[src/rtl/core/ice_pkg.sv]
package ice_pkg;

   localparam int CSR_INDEX_W = 1;

   localparam logic [CSR_INDEX_W-1:0] CSR_HEADER_LIMIT = 1'b0;
   localparam logic [CSR_INDEX_W-1:0] CSR_L4_LIMIT     = 1'b1;

   localparam logic [15:0] HEADER_LIMIT_RESET = 16'd20;
   localparam logic [15:0] L4_LIMIT_RESET     = 16'd1480;

   localparam logic [1:0] BYTES_ONE  = 2'd1;
   localparam logic [1:0] BYTES_TWO  = 2'd2;
   localparam logic [1:0] BYTES_WIDE = 2'd3;

   typedef struct packed {
      logic        first_item;
      logic        l4_mode;
      logic [31:0] src_addr;
      logic [31:0] dst_addr;
      logic [7:0]  protocol;
      logic [15:0] data_word;
      logic [1:0]  byte_count;
      logic        last_item;
   } req_type;

   typedef struct packed {
      logic [15:0] checksum;
      logic [15:0] region_bytes;
   } rsp_type;

   // input-register contents: data word already masked, pseudo-header pre-folded
   typedef struct packed {
      logic        first_item;
      logic        l4_mode;
      logic [15:0] ph_sum;
      logic [15:0] data_word;
      logic [1:0]  byte_count;
      logic        last_item;
   } stage_type;

   // one's-complement add with end-around carry; zero only when both are zero
   function automatic logic [15:0] oc_add16(input logic [15:0] a, input logic [15:0] b);
      logic [16:0] t;
      t = {1'b0, a} + {1'b0, b};
      return t[15:0] + {15'b0, t[16]};
   endfunction

endpackage

[src/rtl/core/ice_accum.sv]
module ice_accum (
   input  logic                clock,
   input  logic                reset,
   input  logic                advance,
   input  ice_pkg::stage_type  stage,
   input  logic [15:0]         header_limit,
   input  logic [15:0]         l4_limit,
   output logic [15:0]         sum_ff,
   output logic [15:0]         bytes_ff,
   output logic                mode_ff
);
   import ice_pkg::*;

   logic [15:0] sum_in;
   logic [15:0] bytes_in;
   logic        mode_in;

   logic [15:0] base_sum;
   logic [15:0] base_bytes;
   logic        base_mode;
   logic [15:0] limit;
   logic        take_word;
   logic [16:0] bytes_raw;

   always_comb begin
      base_sum   = stage.first_item ? stage.ph_sum : sum_ff;
      base_bytes = stage.first_item ? 16'd0 : bytes_ff;
      base_mode  = stage.first_item ? stage.l4_mode : mode_ff;
      limit      = base_mode ? l4_limit : header_limit;
      // sum a word only if it starts inside the limit; count it regardless
      take_word  = (stage.byte_count != 2'd0) && (base_bytes < limit);
      bytes_raw  = {1'b0, base_bytes} + {15'b0, stage.byte_count};

      sum_in   = sum_ff;
      bytes_in = bytes_ff;
      mode_in  = mode_ff;
      if (advance) begin
         sum_in   = take_word ? oc_add16(base_sum, stage.data_word) : base_sum;
         bytes_in = bytes_raw[16] ? 16'hffff : bytes_raw[15:0];
         mode_in  = base_mode;
      end
   end

   always_ff @(posedge clock) begin
      if (reset) begin
         sum_ff   <= 16'd0;
         bytes_ff <= 16'd0;
         mode_ff  <= 1'b0;
      end else begin
         sum_ff   <= sum_in;
         bytes_ff <= bytes_in;
         mode_ff  <= mode_in;
      end
   end

endmodule

[src/rtl/core/internet_checksum_engine.sv]
// channel | direction | handshake          | payload
// req     | in        | req_valid/req_stall | req_data (req_type)
// rsp     | out       | rsp_valid/rsp_stall | rsp_data (rsp_type)
// csr     | in        | csr_valid/csr_ready | csr_index, csr_data
//
// One word per cycle while the result side does not stall; a result is registered after its
// last word is taken through the input register, the accumulator update, then the result register.
// The accumulator's single 16-bit end-around-carry add sets the per-word rate.
// Synchronous reset clears the running sum, byte count and mode and loads the limits
// (header 20, L4 1480). A stalled result holds the pipe; non-last words still drain.
module internet_checksum_engine (
   input  logic                         clock,
   input  logic                         reset,
   input  logic                         req_valid,
   output logic                         req_stall,
   input  ice_pkg::req_type             req_data,
   output logic                         rsp_valid,
   input  logic                         rsp_stall,
   output ice_pkg::rsp_type             rsp_data,
   input  logic                         csr_valid,
   output logic                         csr_ready,
   input  logic [ice_pkg::CSR_INDEX_W-1:0] csr_index,
   input  logic [15:0]                  csr_data
);
   import ice_pkg::*;

   logic [15:0] hdr_limit_ff, hdr_limit_in;
   logic [15:0] l4_limit_ff, l4_limit_in;

   stage_type   stage_ff, stage_in;
   logic        stage_valid_ff, stage_valid_in;
   logic        acc_valid_ff, acc_valid_in;
   logic        acc_last_ff, acc_last_in;
   logic        rsp_valid_ff, rsp_valid_in;
   rsp_type     rsp_data_ff, rsp_data_in;

   logic        out_free, acc_go, acc_free, stage_go, stage_free, req_accept;
   logic [18:0] ph_raw;
   logic [16:0] ph_fold;
   logic [1:0]  nb;
   logic [15:0] acc_sum, acc_bytes, final_sum;
   logic        acc_mode;

   // handshake chain from the result side back to the input
   assign out_free   = !rsp_valid_ff || !rsp_stall;
   assign acc_go     = acc_valid_ff && (!acc_last_ff || out_free);
   assign acc_free   = !acc_valid_ff || acc_go;
   assign stage_go   = stage_valid_ff && acc_free;
   assign stage_free = !stage_valid_ff || stage_go;
   assign req_accept = req_valid && stage_free;
   assign req_stall  = !stage_free;
   assign csr_ready  = 1'b1;
   assign rsp_valid  = rsp_valid_ff;
   assign rsp_data   = rsp_data_ff;

   // input side: normalize byte count, mask the pad byte, pre-fold pseudo-header
   always_comb begin
      ph_raw  = {3'b0, req_data.src_addr[31:16]} + {3'b0, req_data.src_addr[15:0]}
              + {3'b0, req_data.dst_addr[31:16]} + {3'b0, req_data.dst_addr[15:0]}
              + {11'b0, req_data.protocol};
      ph_fold = {1'b0, ph_raw[15:0]} + {14'b0, ph_raw[18:16]};
      nb      = (req_data.byte_count == BYTES_WIDE) ? BYTES_TWO : req_data.byte_count;

      stage_in = stage_ff;
      if (req_accept) begin
         stage_in.first_item = req_data.first_item;
         stage_in.l4_mode    = req_data.l4_mode;
         stage_in.ph_sum     = req_data.l4_mode ? (ph_fold[15:0] + {15'b0, ph_fold[16]})
                                                : 16'd0;
         stage_in.data_word  = (nb == BYTES_ONE) ? {req_data.data_word[15:8], 8'h00}
                                                 : req_data.data_word;
         stage_in.byte_count = nb;
         stage_in.last_item  = req_data.last_item;
      end
      stage_valid_in = stage_free ? req_valid : stage_valid_ff;
   end

   ice_accum u_accum (
      .clock        (clock),
      .reset        (reset),
      .advance      (stage_go),
      .stage        (stage_ff),
      .header_limit (hdr_limit_ff),
      .l4_limit     (l4_limit_ff),
      .sum_ff       (acc_sum),
      .bytes_ff     (acc_bytes),
      .mode_ff      (acc_mode)
   );

   always_comb begin
      acc_valid_in = acc_free ? stage_go : acc_valid_ff;
      acc_last_in  = stage_go ? stage_ff.last_item : acc_last_ff;

      // add region length in L4 mode, then complement
      final_sum    = acc_mode ? oc_add16(acc_sum, acc_bytes) : acc_sum;
      rsp_valid_in = out_free ? (acc_go && acc_last_ff) : rsp_valid_ff;
      rsp_data_in  = rsp_data_ff;
      if (out_free && acc_go && acc_last_ff) begin
         rsp_data_in.checksum     = ~final_sum;
         rsp_data_in.region_bytes = acc_bytes;
      end
   end

   always_comb begin
      hdr_limit_in = hdr_limit_ff;
      l4_limit_in  = l4_limit_ff;
      if (csr_valid && csr_ready) begin
         case (csr_index)
            CSR_HEADER_LIMIT: hdr_limit_in = csr_data;
            CSR_L4_LIMIT:     l4_limit_in  = csr_data;
            default: ;
         endcase
      end
   end

   always_ff @(posedge clock) begin
      if (reset) begin
         stage_valid_ff <= 1'b0;
         acc_valid_ff   <= 1'b0;
         acc_last_ff    <= 1'b0;
         rsp_valid_ff   <= 1'b0;
         hdr_limit_ff   <= HEADER_LIMIT_RESET;
         l4_limit_ff    <= L4_LIMIT_RESET;
      end else begin
         stage_valid_ff <= stage_valid_in;
         acc_valid_ff   <= acc_valid_in;
         acc_last_ff    <= acc_last_in;
         rsp_valid_ff   <= rsp_valid_in;
         hdr_limit_ff   <= hdr_limit_in;
         l4_limit_ff    <= l4_limit_in;
      end
   end

   always_ff @(posedge clock) begin
      stage_ff    <= stage_in;
      rsp_data_ff <= rsp_data_in;
   end

endmodule
[config.mk]
export PLATFORM = sky130hd
export DESIGN_NAME = internet_checksum_engine
export DESIGN_NICKNAME = d
export VERILOG_FILES = /design/src/rtl/core/ice_pkg.sv /design/src/rtl/core/ice_accum.sv /design/src/rtl/core/internet_checksum_engine.sv
export SDC_FILE = /design/constraint.sdc
export NUM_CORES = 1
export LEC_CHECK = 0
export BUFFER_PORTS_ARGS = -buffer_cell sky130_fd_sc_hd__buf_2
export CAP_MARGIN = 20
export CORE_MARGIN = 10
export CORE_UTILIZATION = 45
export CTS_CLUSTER_DIAMETER = 50
export DETAILED_ROUTE_END_ITERATION = 6
export GPL_TIMING_DRIVEN = 0
export SLEW_MARGIN = 20
export SYNTH_ARGS = -nofsm -noshare
export SYNTH_HDL_FRONTEND = slang
export SYNTH_SLANG_ARGS = --single-unit
[constraint.sdc]
create_clock -name clock -period 10.8 [get_ports clock]
set_input_delay 2.16 -clock clock [delete_from_list [all_inputs] [get_ports clock]]
set_output_delay 2.16 -clock clock [all_outputs]
set_load 0.005 [all_outputs]
==> run metrics <==
status=complete, no violations; Setup crit end kind=register; Flop pwr share=between 20% and 30%; clock skew=~0.016 ns; VDD IR max=between 0.1 and 0.15 mV; Root Driver=clkbuf_16; Post-route DRC=0; row cnt=57; worst hold path class=reg -> reg; Initial DRC Count=around 570; Largest stage delay, worst path=0.67 ns; Post-synth EDFFs=a little under 70; routed vias=around 9400; setup TNS=0 ns; critical path required time=roughly 11 ns; CTS Sinks=138; NetSw=about 1.1 mW; CTS tree=yes; WHS=0.455 ns; kind of critical path=in -> reg; detailed-placement wirelength estimate=22.9 mm; pwr dens=about 200 nW/um^2; sequential fraction of the synthesis area=31.0%; die area=31400 um^2; area delta synth->final=16.0%; CP Max Fanout=9; ys flop type=edfxtp_1; routed wire length=roughly 28 mm; number of warnings issued by yosys=0; Final nets=about 1600; Int Pwr=around 1.5 mW; post-CTS setup buffer count=0; GRT Util Overall=between 10% and 20%; Core Region=roughly 24000 um^2; clk buf depth=2; Clk pwr share=a little over a fifth; syn_nets=1476; FMAX=approximately 0.10 GHz; Total Power=between 2 and 3 mW; die height=177 um; Worst-Margin Slew=0.824 ns; Starting Density=between 40% and 50%; relative slew slack=between 40% and 50%; H-tree Lvls=4; Placer Congestion=0.860; fin. max-slew vios=0; antenna violations before repair=3; grt total ovfl=0; Seq cells post-synth=~140; Antenna Nets Post-Route=0; DR WL/cell=about 16 um; I/O pin cnt=150; Hold Buf Count CTS=0; cells after synthesis=1233; worst skew pair latency=0.44 ns; Worst setup SP type=input port; Die W=177 um; crit share post-route=between 80% and 90%; layout cells sized above 1=16.2%; CTS Buf Count=17; syn avg cell area=approximately 9.0 um^2; I/O Buffers=approximately 150; first-pass GRT wire length=approximately 46 mm; Vias/cell=about 5.4; crit path DAT=between 9 and 10 ns; max-capacitance violation count=0; post-synthesis cell type count=82; Tmin final=9.66 ns; Final Hold Vio Count=0; largest net degree at the start of global routing=30; Crit-path slowest cell=or4b_2; Mapped Area=11100 um^2; Top cell by count, worst path=inv_1; CTS clk-pin slew, worst paths=around 0.06 ns; vias in the first global route=roughly 9300; final setup violation count=0; fillcell total=between 2000 and 2500; Comb power frac=52.8%; drt pass-1 iters=5; RSZ-0062 raised after global routing=false; sw frac=a little over two fifths; Post-CTS Resized=0; Leak Pwr=~5.6 nW; ys async rst share=0%
==> layout make-up <==
| type | count | area, um^2 | area share, % |
|---|---|---|---|
| Multi-Input combinational cell | 941 | 7110 | 55.0 |
| Sequential cell | 138 | 3450 | 26.7 |
| Timing Repair Buffer | 149 | 783 | 6.06 |
| Clock buffer | 17 | 425 | 3.29 |
| Inverter | 112 | 420 | 3.25 |
| Tap cell | 324 | 405 | 3.14 |
| Buffer | 42 | 171 | 1.33 |
| Clock inverter | 15 | 148 | 1.14 |
| Antenna cell | 2 | 5.00 | 0.0387 |
==> synth_stat cells, drive strengths merged, types with 7 or more instances <==
| library cell | number | area share, % |
|---|---|---|
| a211oi | 19 | 1.3 |
| a21o | 25 | 1.7 |
| a21oi | 82 | 3.7 |
| a221oi | 7 | 0.76 |
| a31oi | 10 | 0.56 |
| and2 | 23 | 1.3 |
| and3 | 15 | 0.84 |
| buf | 7 | 0.36 |
| clkbuf | 35 | 1.2 |
| dfxtp | 69 | 12 |
| edfxtp | 69 | 19 |
| fa | 43 | 7.7 |
| ha | 85 | 9.5 |
| inv | 112 | 3.8 |
| mux2 | 18 | 1.8 |
| mux2i | 35 | 3.3 |
| nand2 | 129 | 4.3 |
| nand2b | 17 | 0.95 |
| nand3 | 29 | 1.3 |
| nand3b | 16 | 1.1 |
| nand4 | 17 | 0.95 |
| nor2 | 80 | 2.7 |
| nor2b | 23 | 1.3 |
| nor3 | 24 | 1.1 |
| nor4 | 10 | 0.62 |
| o211ai | 11 | 0.79 |
| o21a | 17 | 1.1 |
| o21ai | 42 | 1.9 |
| or3 | 11 | 0.62 |
| xnor2 | 43 | 3.4 |
| xor2 | 20 | 1.7 |
==> worst max-delay path: cells and delay by family <==
kind,cells,cell delay [ns]
simple gates,9,2.73
buf+inv,6,0.31
fa+ha+maj,7,2.80
compound gates,7,1.36
xor+xnor,2,0.45
==> power by group through the flow <==
| stage | combinational (mW) | clock, mW | sequential, mW |
|---|---|---|---|
| floorplan | 1.10 | 0 | 0.653 |
| global placement | 1.36 | 0 | 0.679 |
| detailed placement | 1.38 | 0 | 0.678 |
| CTS | 1.39 | 0.577 | 0.668 |
| global route | 1.57 | 0.603 | 0.673 |
| finish | 1.39 | 0.569 | 0.669 |
==> final timing paths <==
| kind | from | to | slack, ns | cells past startpoint |
|---|---|---|---|---|
| max | req_data[23] | stage_ff[30]$_SDFFCE_PN0P_ | 1.14 | 31 |
| min | l4_limit_ff[15]$_SDFFE_PP0P_ | l4_limit_ff[15]$_SDFFE_PP0P_ | 0.46 | 2 |
| max reg2reg | stage_ff[36]$_DFFE_PP_ | u_accum.sum_ff[14]$_SDFFE_PP0P_ | 4.26 | 22 |
| min reg2reg | l4_limit_ff[15]$_SDFFE_PP0P_ | l4_limit_ff[15]$_SDFFE_PP0P_ | 0.46 | 2 |
==> layout by cell type (no fill, tap or decap), drive strengths merged, types with 42 or more instances in the layout <==
cell type / netlist / layout
dfxtp: 69 / 69
edfxtp: 69 / 69
a21oi: 82 / 82
fa: 43 / 43
nand2: 129 / 129
nor2: 80 / 80
buf: 7 / 156
xnor2: 43 / 43
ha: 85 / 85
clkbuf: 35 / 52
o21ai: 42 / 42
inv: 112 / 123
==> layer usage <==
| metal | vias up | track usage, % | share of wire [%] |
|---|---|---|---|
| met3 | 35 | 4.06 | 6.4 |
| met2 | 235 | 30.2 | 47 |
| li1 | 4746 | - | - |
| met4 | 4 | 4.45 | 1.2 |
| met1 | 4366 | 23.2 | 45 |
| met5 | - | 0 | 0.081 |
==> flip-flops by register name (all words and copies together), names as in the netlist <==
signal and count:
stage_ff 37, rsp_data 32, hdr_limit_ff 16, l4_limit_ff 16, u_accum.bytes_ff 16, u_accum.sum_ff 16, acc_last_ff 1, acc_valid_ff 1
rsp_valid 1, stage_valid_ff 1, u_accum.mode_ff 1
==> stage by stage <==
stage               instance area [um^2]  setup WS [ns]  instances  util, %
CTS                                12900           1.11       1738     53.1
global placement                   12300          0.585       1704     50.5
global route                       12900          0.514       1738     53.1
floorplan                          11100           1.99       1233        -
detailed placement                 12300          0.678       1706     50.8
finish                             12900           1.14       1740     53.1
==> cell families (layout without fill, tap and decap cells) <==
family / Yosys count / in the layout / synth area share (%)
DFF: 138 / 138 / 31.0
xor gates and xnor gates: 64 / 64 / 5.29
muxes: 53 / 53 / 5.08
buffers and inverters: 154 / 335 / 5.31
adders and majority gates: 128 / 128 / 17.3
AOI/OAI and AO/OA: 271 / 271 / 16.5
other: 1 / 3 / 0.0337
and+or+nand+nor: 424 / 424 / 19.6
(Power assumes the default switching activity.)
